### src/smpq_pkg.sv
// Shared types, codes and widths of the stable max priority queue.
package smpq_pkg;

    localparam int PRIO_W        = 16;
    localparam int DATA_W        = 8;
    localparam int FILL_W        = 5;
    localparam int DEFAULT_DEPTH = 16;

    // Action codes carried on the input tuser
    localparam logic ACT_INSERT = 1'b0;
    localparam logic ACT_REMOVE = 1'b1;

    // Status codes carried on the output tuser
    localparam logic [1:0] ST_INSERTED = 2'd0;
    localparam logic [1:0] ST_FULL     = 2'd1;
    localparam logic [1:0] ST_REMOVED  = 2'd2;
    localparam logic [1:0] ST_EMPTY    = 2'd3;

    // One queue entry as stored in the slot memory
    typedef struct packed {
        logic [DATA_W-1:0]        data;
        logic signed [PRIO_W-1:0] prio;
    } entry_t;

    localparam int ENTRY_W = $bits(entry_t);

    // Control of the shared comparator for one scan word
    typedef struct packed {
        logic valid;
        logic first;
    } cmp_ctl_t;

    // Sequencer states
    typedef enum logic [3:0] {
        S_IDLE  = 4'b0001,
        S_SCAN  = 4'b0010,
        S_SHIFT = 4'b0100,
        S_DONE  = 4'b1000
    } state_t;

endpackage

### src/smpq_ram.sv
// Generic simple dual-port RAM with registered read.
module smpq_ram #(
    parameter int WIDTH = 8,
    parameter int DEPTH = 16,
    localparam int AW   = (DEPTH > 1) ? $clog2(DEPTH) : 1
) (
    input  logic             clk,
    input  logic             we,
    input  logic [AW-1:0]    waddr,
    input  logic [WIDTH-1:0] wdata,
    input  logic [AW-1:0]    raddr,
    output logic [WIDTH-1:0] rdata
);

    logic [WIDTH-1:0] mem [DEPTH];

    // Write one word, read one word per cycle
    always_ff @(posedge clk)
    begin
        if (we)
        begin
            mem[waddr] <= wdata;
        end
        rdata <= mem[raddr];
    end

endmodule

### src/smpq_best.sv
// Shared comparator that tracks the highest priority seen during a scan.
module smpq_best import smpq_pkg::*; #(
    parameter int AW = 4
) (
    input  logic          clk,
    input  cmp_ctl_t      ctl,
    input  logic [AW-1:0] idx,
    input  entry_t        cand,
    output logic [AW-1:0] best_idx,
    output entry_t        best
);

    logic [AW-1:0] best_idx_reg;
    entry_t        best_reg;
    logic          take;

    // Strictly greater keeps the earliest slot on a tie
    assign take = ctl.valid && (ctl.first || (cand.prio > best_reg.prio));

    // Hold the current winner
    always_ff @(posedge clk)
    begin
        if (take)
        begin
            best_idx_reg <= idx;
            best_reg     <= cand;
        end
    end

    assign best_idx = best_idx_reg;
    assign best     = best_reg;

endmodule

### src/stable_max_priority_queue_top.sv
// Top level of the stable max priority queue: sequencer, slot memory and output register.
//
// A bounded queue of DEPTH entries, each a signed 16-bit priority and a data byte, kept
// packed from slot 0 upward in a single-port-read slot RAM. Every input word gives exactly
// one result word. An insert, an insert into a full queue and a remove from an empty queue
// have their result registered in the cycle the word is accepted. A remove scans all held
// entries through the one shared comparator, shifts the later entries down one slot and
// then posts the result; the one RAM read port paces the scan and the shift. Ties go to the
// earliest inserted entry. No clearing pass follows reset. A new word is taken only while
// the sequencer is idle and the output register is free or being drained.
module stable_max_priority_queue_top import smpq_pkg::*; #(
    parameter int DEPTH = DEFAULT_DEPTH
) (
    input  logic        clk,
    input  logic        rst_n,
    input  logic        s_tvalid,
    output logic        s_tready,
    input  logic [23:0] s_tdata,   // [15:0] item_priority, [23:16] item_data
    input  logic [0:0]  s_tuser,   // [0] action
    output logic        m_tvalid,
    input  logic        m_tready,
    output logic [31:0] m_tdata,   // [15:0] out_priority, [23:16] out_data,
                                   // [28:24] fill_level, [31:29] zero
    output logic [1:0]  m_tuser    // [1:0] status
);

    localparam int AW = (DEPTH > 1) ? $clog2(DEPTH) : 1;
    localparam int CW = $clog2(DEPTH + 1);
    localparam logic [CW-1:0] FULL_COUNT = CW'(DEPTH);

    state_t        state_reg, state_next;
    logic [CW-1:0] count_reg, count_next;
    logic [CW-1:0] ptr_reg, ptr_next;
    logic          rvalid_reg, rvalid_next;
    logic [AW-1:0] ridx_reg, ridx_next;

    logic              m_valid_reg, m_valid_next;
    logic [1:0]        status_reg, status_next;
    logic [PRIO_W-1:0] oprio_reg, oprio_next;
    logic [DATA_W-1:0] odata_reg, odata_next;
    logic [FILL_W-1:0] fill_reg, fill_next;

    logic                 accept, out_free, issue;
    logic                 ram_we;
    logic [AW-1:0]        ram_waddr;
    entry_t               ram_wdata, ram_rdata, in_entry, best;
    logic [AW-1:0]        best_idx;
    cmp_ctl_t             cmp_ctl;
    logic [CW+FILL_W-1:0] count_wide;

    assign in_entry.prio = s_tdata[15:0];
    assign in_entry.data = s_tdata[23:16];
    assign accept        = s_tvalid && s_tready;
    assign out_free      = !m_valid_reg || m_tready;
    assign issue         = (ptr_reg < count_reg) &&
                           (state_reg == S_SCAN || state_reg == S_SHIFT);
    assign count_wide    = {{FILL_W{1'b0}}, count_next};
    assign fill_next     = count_wide[FILL_W-1:0];

    // Feed the comparator only with scan words
    assign cmp_ctl.valid = rvalid_reg && (state_reg == S_SCAN);
    assign cmp_ctl.first = (ridx_reg == '0);

    smpq_ram #(
        .WIDTH (ENTRY_W),
        .DEPTH (DEPTH)
    ) u_slots (
        .clk   (clk),
        .we    (ram_we),
        .waddr (ram_waddr),
        .wdata (ram_wdata),
        .raddr (ptr_reg[AW-1:0]),
        .rdata (ram_rdata)
    );

    smpq_best #(
        .AW (AW)
    ) u_best (
        .clk      (clk),
        .ctl      (cmp_ctl),
        .idx      (ridx_reg),
        .cand     (ram_rdata),
        .best_idx (best_idx),
        .best     (best)
    );

    // Sequence inserts, scans, compaction and result posting
    always_comb
    begin
        state_next   = state_reg;
        count_next   = count_reg;
        ptr_next     = ptr_reg;
        rvalid_next  = issue;
        ridx_next    = ptr_reg[AW-1:0];
        m_valid_next = m_valid_reg && !m_tready;
        status_next  = status_reg;
        oprio_next   = oprio_reg;
        odata_next   = odata_reg;
        s_tready     = 1'b0;
        ram_we       = 1'b0;
        ram_waddr    = count_reg[AW-1:0];
        ram_wdata    = in_entry;

        case (state_reg)
            S_IDLE:
            begin
                s_tready = out_free;
                if (s_tvalid && out_free)
                begin
                    oprio_next = '0;
                    odata_next = '0;
                    if (s_tuser[0] == ACT_INSERT)
                    begin
                        m_valid_next = 1'b1;
                        if (count_reg == FULL_COUNT)
                        begin
                            status_next = ST_FULL;
                        end
                        else
                        begin
                            ram_we      = 1'b1;
                            count_next  = count_reg + 1'b1;
                            status_next = ST_INSERTED;
                        end
                    end
                    else if (count_reg == '0)
                    begin
                        m_valid_next = 1'b1;
                        status_next  = ST_EMPTY;
                    end
                    else
                    begin
                        ptr_next   = '0;
                        state_next = S_SCAN;
                    end
                end
            end
            S_SCAN:
            begin
                if (issue)
                begin
                    ptr_next = ptr_reg + 1'b1;
                end
                else if (!rvalid_reg)
                begin
                    ptr_next   = {{(CW-AW){1'b0}}, best_idx} + 1'b1;
                    state_next = S_SHIFT;
                end
            end
            S_SHIFT:
            begin
                if (issue)
                begin
                    ptr_next = ptr_reg + 1'b1;
                end
                // Move each later entry down one slot
                if (rvalid_reg)
                begin
                    ram_we    = 1'b1;
                    ram_waddr = ridx_reg - 1'b1;
                    ram_wdata = ram_rdata;
                end
                if (!issue && !rvalid_reg)
                begin
                    state_next = S_DONE;
                end
            end
            S_DONE:
            begin
                if (out_free)
                begin
                    m_valid_next = 1'b1;
                    status_next  = ST_REMOVED;
                    oprio_next   = best.prio;
                    odata_next   = best.data;
                    count_next   = count_reg - 1'b1;
                    state_next   = S_IDLE;
                end
            end
            default:
            begin
                state_next = S_IDLE;
            end
        endcase
    end

    // Advance control state
    always_ff @(posedge clk or negedge rst_n)
    begin
        if (!rst_n)
        begin
            state_reg   <= S_IDLE;
            count_reg   <= '0;
            ptr_reg     <= '0;
            rvalid_reg  <= 1'b0;
            m_valid_reg <= 1'b0;
        end
        else
        begin
            state_reg   <= state_next;
            count_reg   <= count_next;
            ptr_reg     <= ptr_next;
            rvalid_reg  <= rvalid_next;
            m_valid_reg <= m_valid_next;
        end
    end

    // Hold the read index and result payload
    always_ff @(posedge clk)
    begin
        ridx_reg <= ridx_next;
        if (m_valid_next && out_free)
        begin
            status_reg <= status_next;
            oprio_reg  <= oprio_next;
            odata_reg  <= odata_next;
            fill_reg   <= fill_next;
        end
    end

    assign m_tvalid = m_valid_reg;
    assign m_tuser  = status_reg;
    assign m_tdata  = {3'b000, fill_reg, odata_reg, oprio_reg};

    // The fill count never passes the queue depth
    a_count_bound: assert property (@(posedge clk) disable iff (!rst_n)
        count_reg <= FULL_COUNT)
        else $error("entry count above depth");

    // Input is taken only while the sequencer is idle
    a_ready_idle: assert property (@(posedge clk) disable iff (!rst_n)
        s_tready |-> (state_reg == S_IDLE))
        else $error("ready outside idle");

    // The slot memory is written only by an accepted insert or by compaction
    a_write_src: assert property (@(posedge clk) disable iff (!rst_n)
        ram_we |-> ((accept && s_tuser[0] == ACT_INSERT) || state_reg == S_SHIFT))
        else $error("unexpected slot write");

    // Posting a removal drops the count by one
    a_remove_count: assert property (@(posedge clk) disable iff (!rst_n)
        (state_reg == S_DONE && out_free) |=>
        (count_reg == $past(count_reg) - 1'b1))
        else $error("removal did not decrement count");

    // A scan starts only on a non-empty queue
    a_scan_nonempty: assert property (@(posedge clk) disable iff (!rst_n)
        (state_reg == S_SCAN) |-> (count_reg != '0))
        else $error("scan of empty queue");

endmodule
### config.mk
export PLATFORM = sky130hd
export DESIGN_NAME = stable_max_priority_queue_top
export DESIGN_NICKNAME = d
export VERILOG_FILES = /design/src/smpq_pkg.sv /design/src/smpq_ram.sv /design/src/smpq_best.sv /design/src/stable_max_priority_queue_top.sv
export SDC_FILE = /design/constraint.sdc
export NUM_CORES = 1
export LEC_CHECK = 0
export ABC_AREA = 1
export BUFFER_PORTS_ARGS = -buffer_cell sky130_fd_sc_hd__buf_2
export CAP_MARGIN = 40
export CORE_MARGIN = 2
export CORE_UTILIZATION = 60
export DETAILED_ROUTE_END_ITERATION = 6
export PLACE_DENSITY_LB_ADDON = 0.1
export SKIP_LAST_GASP = 1
export SYNTH_ARGS = -nofsm -noshare
export SYNTH_HDL_FRONTEND = slang
export SYNTH_HIERARCHICAL = 1
export SYNTH_SLANG_ARGS = --single-unit
### constraint.sdc
create_clock -name clk -period 7.25 [get_ports clk]
set_input_delay 0.725 -clock clk [delete_from_list [all_inputs] [get_ports clk]]
set_output_delay 0.725 -clock clk [all_outputs]
set_load 0.01 [all_outputs]
After elaboration in Yosys (flattened, before gate mapping)
Memory sizes are Yosys's and may differ from the RTL's. A register that Yosys moved wholly into a read port is not among the register bits.
Cells that the tools add are included.
{ "classes": {"eq_ne": 15, "n_addsub": 5, "mux": 49, "n_reduce_logical": 22, "n_lt_le_gt_ge": 2} }
{ "op_table": {"columns": ["operator", "n"], "rows": [
  ["$mux 5", 10],
  ["$mux 24", 2],
  ["$mux 4", 9],
  ["$mux 16", 2],
  ["$pmux 16 s2", 1],
  ["$gt 16x16->1", 1],
  ["$mux 8", 2],
  ["$pmux 4 s4", 1],
  ["$pmux 8 s2", 1],
  ["$pmux 5 s3", 1],
  ["$ne 2x2->1 const B", 7],
  ["$mux 1", 12],
  ["$add 5x1->5 const B", 2],
  ["$pmux 5 s2", 1],
  ["$mux 2", 4],
  ["$logic_and 1x1->1", 7],
  ["$reduce_and 7->1", 1],
  ["$ne 3x3->1 const B", 2],
  ["$reduce_and 6->1", 1],
  ["$add 4x1->5 const B", 1],
  ["$eq 5x5->1 const B", 1],
  ["$logic_not 5->1", 1],
  ["$lt 5x5->1", 1],
  ["$reduce_and 5->1", 1],
  ["15 further kinds", 21]
]} }
{ "word_totals": {"input_bits": 29, "ram_bits": 384, "mem_count": 1, "elab_cells": 107, "reg_bits": 79, "output_inout_bits": 36} }
{ "memory_table": {"columns": ["name", "depth", "width", "read_ports", "rd_clocked_by_memory_dff", "write_ports", "line_no", "text"], "rows": [
  ["u_slots.mem", 16, 24, 1, 1, 1, "smpq_ram.sv:15", "logic [WIDTH-1:0] mem [DEPTH];"]
]} }

Longest topological paths before layout
{ "depth": {"depth_word": 8, "mapped_depth": 12, "mapped_depth_nobuf": 12} }

Hierarchy
Netlist, hierarchy kept.
{ "modules_own_cells": {"columns": ["module", "seq_area_each_um2", "n_inst", "area_each_um2", "cells_each"], "rows": [
  ["smpq_ram", 12011.5, 1, 16951.3, 1597],
  ["stable_max_priority_queue_top", 1412.6, 1, 3027.9, 400],
  ["smpq_best", 840.8, 1, 1322.5, 111]
]} }

Worst setup path before layout
OpenSTA, ideal clock, no wires.
{ "synth_timing": {"kind": "register to register", "start": "reg state_reg[1]", "end": "mem u_slots/mem[4][0] (netlist bit) (enable)", "setup_slack_ns": 4.363, "n_path_buf": 1, "t_required_ns": 6.845, "t_arrival_ns": 2.482, "synth_period_minus_slack_ns": 2.887, "path_stages_with_launch": 10, "setup_ns": 0.405, "path_cell_list": "dfrtp_1 > nor2_4 > inv_2 > nor2_4 > nand2_2 > buf_2 > nand2_1 > o21ai_0 > nand3b_1 > nor2_1"} }
{ "synth_via": {"elab_cells_between_ends": 6, "cone_classes": "2 x eq/ne; 4 x mux"} }
{ "synth_lines": {"columns": ["element", "line_no", "text"], "rows": [
  ["start, declared", "stable_max_priority_queue_top.sv:31", "state_t state_reg, state_next;"],
  ["start signal, assigned", "stable_max_priority_queue_top.sv:200", "state_reg <= state_next;"],
  ["$eq 4x3->1", "stable_max_priority_queue_top.sv:104", "case (state_reg)"],
  ["$mux 4", "stable_max_priority_queue_top.sv:104", null],
  ["named net ram_waddr[3]", "stable_max_priority_queue_top.sv:45", "logic [AW-1:0] ram_waddr;"],
  ["end, declared", "smpq_ram.sv:15", null]
]} }
The timed path passes the listed nets, and every way through them passes these cells.

Worst setup path after layout
{ "layout_timing": {"start": "reg state_reg[0]", "end": "mem u_slots/mem[6][21] (netlist bit) (enable)"} }
The elaborated chain is that of the path after synthesis.

==> summary.md <==
| Metric | Value |
|---|---|
| Outcome | `finished clean` |
| Ys Warns | `6` |
| CP required | `7.45 ns` |
| CTS tree | `built` |
| Relative max-transition margin | `0.3894` |
| Final setup violating endpoints | `0` |
| Setup Skew | `about 0.011 ns` |
| Worst slew pin tran | `0.9137 ns` |
| Maxcap violations | `0` |
| Die area | `~37,000 um2` |
| Clk_lat worst skew | `just under 0.6 ns` |
| CP Depth | `9` |
| Asr flop ratio synth | `0.03285` |
| # Post-CTS Setup Buffers | `0` |
| Post-Syn Instances | `2,108` |
| CP top delay family | `simple AND/OR/NAND/NOR gates` |
| Final ANT Viol Nets | `0` |
| Final setup TNS | `0 ns` |
| All-Layer GR Usage | `0.2775` |
| I/O Buffers | `61` |
| Drt first pass iters | `5` |
| WS Path Type | `reg2reg` |
| Clock sinks | `487` |
| Worst r2r src | `state_reg[0]` |
| WL/cell | `18.79 um` |
| Type of destination of the critical path | `flop` |
| Power Density | `approximately 380 nW/um2` |
| Worst R2R End | `u_slots/mem[6][21]` |
| Starting DRT DRC Count | `about 1,400` |
| P_leak | `0.01041 uW` |
| CP most frequent cell | `nor2_4` |
| Fmax | `roughly 0.27 GHz` |
| Hpwl dp | `approximately 30,000 um` |
| EDFF count, synth | `around 440` |
| Worst Hold Class | `in2async` |
| Vias in the first global route | `between 10,000 and 15,000` |
| VDD IR max | `0.2549 mV` |
| Filler Cells Inserted | `around 2,700` |
| Synth area leaders | `edfxtp_1, nand2_1, nand3_1, inv_1, dfxtp_1` |
| PostCTS Resize Cnt | `0` |
| Max incr delay on CP | `between 0.7 and 0.8 ns` |
| Crit share post-route | `0.5067` |
| Seq/Total Area, Yosys | `0.6697` |
| Worst path slowest cell | `nor2_4` |
| Initial antenna violation count | `0` |
| Critical-path cell list | `nor2_4, inv_2, nor2_4, nand2_2, buf_4, inv_2, o21ai_0, nand3b_1, nor2_4` |
| H-tree Lvls | `2` |
| Average vias per placed instance | `5.364` |
| Share of the synthesized area in the top cell type | `0.6245` |
| Core Region | `between 30,000 and 40,000 um2` |
| Io pins | `65` |
| Leading cell type in the layout, fill and taps excluded | `nand2_1` |
| Largest area contributor in the netlist | `edfxtp_1` |
| Initial Util | `0.6048` |
| Fin util | `0.6738` |
| WP buf/inv | `3` |
| Max reg flops | `around 380` |
| GRT overflow | `0` |
| Clock tree buffer depth | `3` |
| Global placer's final weighted congestion | `around 0.86` |
| Layout area overhead | `11.41%` |
| RSZ-0062 raised after global routing | `no` |
| Flops & latches, synth | `487` |
| Ant. Diodes | `0` |
| Clock transition at path regs | `approximately 0.060 ns` |
| Commonest non-fill, non-tap cells in the layout | `nand2_1, edfxtp_1, inv_1` |
| Crit Path Max Fanout | `33` |
| Die Wd | `192.4 um` |
| DR vias | `between 10,000 and 15,000` |
| Synth cell types | `34` |
| First-pass GRT wire length | `76,060 um` |
| Reg2reg setup slack | `approximately 3.6 ns` |
| Die H | `between 150 and 200 um` |
| Drc violations | `0` |
| Syn Area/Cell | `between 10 and 15 um2` |
| Cts hold-fix bufs | `0` |
| Crit path time final | `approximately 3.7 ns` |
| Ys flop type | `edfxtp_1` |
| Fin. Hold Viols | `0` |
| Critical Path Sink | `u_slots/mem[6][21]` |
| Cell Rows | `around 70` |
| Source of the critical timing path | `state_reg[0]` |
| Share of post-route cells with drive strength above 1 | `0.08485` |
| Total wire length | `~50,000 um` |
| Clock Root Buffer | `clkbuf_16` |
| Largest net degree at the start of global routing | `a little over 80` |
| WP data arrival | `3.87 ns` |
| Worst-case reg-to-reg path depth | `9` |
| Final nets | `around 2,200` |
| Max Slew Vio Count | `0` |
| Critical Path Source Type | `flop` |
| Synth Cell Area | `21,300 um2` |
| CTS Buf Count | `50` |
-- through the flow --
step	hold slack [ns]	area (um2)	total power, uW	setup slack [ns]	std cells
4_1_cts	0.06282	23730	8951	3.665	2653
3_3_place_gp	0.4227	21950	6298	3.734	2554
5_1_grt	0.09281	23730	9410	3.370	2653
6_report	0.06911	23730	8947	3.576	2653
2_1_floorplan	0.4082	21310	5475	4.363	2110
3_5_place_dp	0.4184	22130	6431	3.677	2561
-- cells by family after synthesis --
family,synth area share
flip-flops,0.6697
XOR/XNOR,0.002878
buffers and inverters,0.08957
AND/OR/NAND/NOR,0.2148
adder cells (fa/ha/maj),0.01468
AO/OA/AOI/OAI,0.008223
other,0.0001760
-- where the power goes --
group          internal, uW  switching (uW)
Combinational           842            2000
Sequential             3350             239
Clock                  1490            1030
Total                  5680            3260
-- Yosys cell counts (all sizes together) (2+ instances only) --
library cell,instances
a21oi,13
and2,2
buf,73
clkbuf,16
dfrtp,15
dfxtp,28
edfxtp,443
ha,25
inv,385
nand2,662
nand3,323
nand3b,2
nand4,8
nor2,83
nor3,2
o211ai,3
o21ai,13
o22ai,3
xor2,6
-- cell type report --
class | count | area [um2] | share of cell area
inverter | 385 | 1448 | 0.06100
timing repair buffer | 79 | 565.5 | 0.02383
clock buffer | 69 | 1374 | 0.05789
sequential | 487 | 14270 | 0.6014
multi-input combinational | 1149 | 5268 | 0.2220
clock inverter | 23 | 227.7 | 0.009595
tap | 461 | 576.8 | 0.02430
-- per-layer routing --
metal | GRT usage | routed length [um] | up-vias
met1 | 0.3901 | 21180 | 6757
met5 | 0 | 0 | -
met3 | 0.04164 | 4041 | 73
met2 | 0.4542 | 23710 | 542
li1 | - | - | 6858
met4 | 0.07868 | 918 | 0
-- worst min path at each step --
stage	start	cells past startpoint	endpoint	slack, ns
2_1_floorplan	ridx_reg[1]	0	u_best/best_idx[1]	0.41
3_3_place_gp	ridx_reg[1]	0	u_best/best_idx[1]	0.42
3_5_place_dp	ridx_reg[1]	0	u_best/best_idx[1]	0.42
4_1_cts	rst_n	1	ptr_reg[3]	0.06
5_1_grt	rst_n	1	ptr_reg[3]	0.09
6_report	rst_n	1	ptr_reg[3]	0.07
No activity file was read; power rests on OpenSTA's default activity.
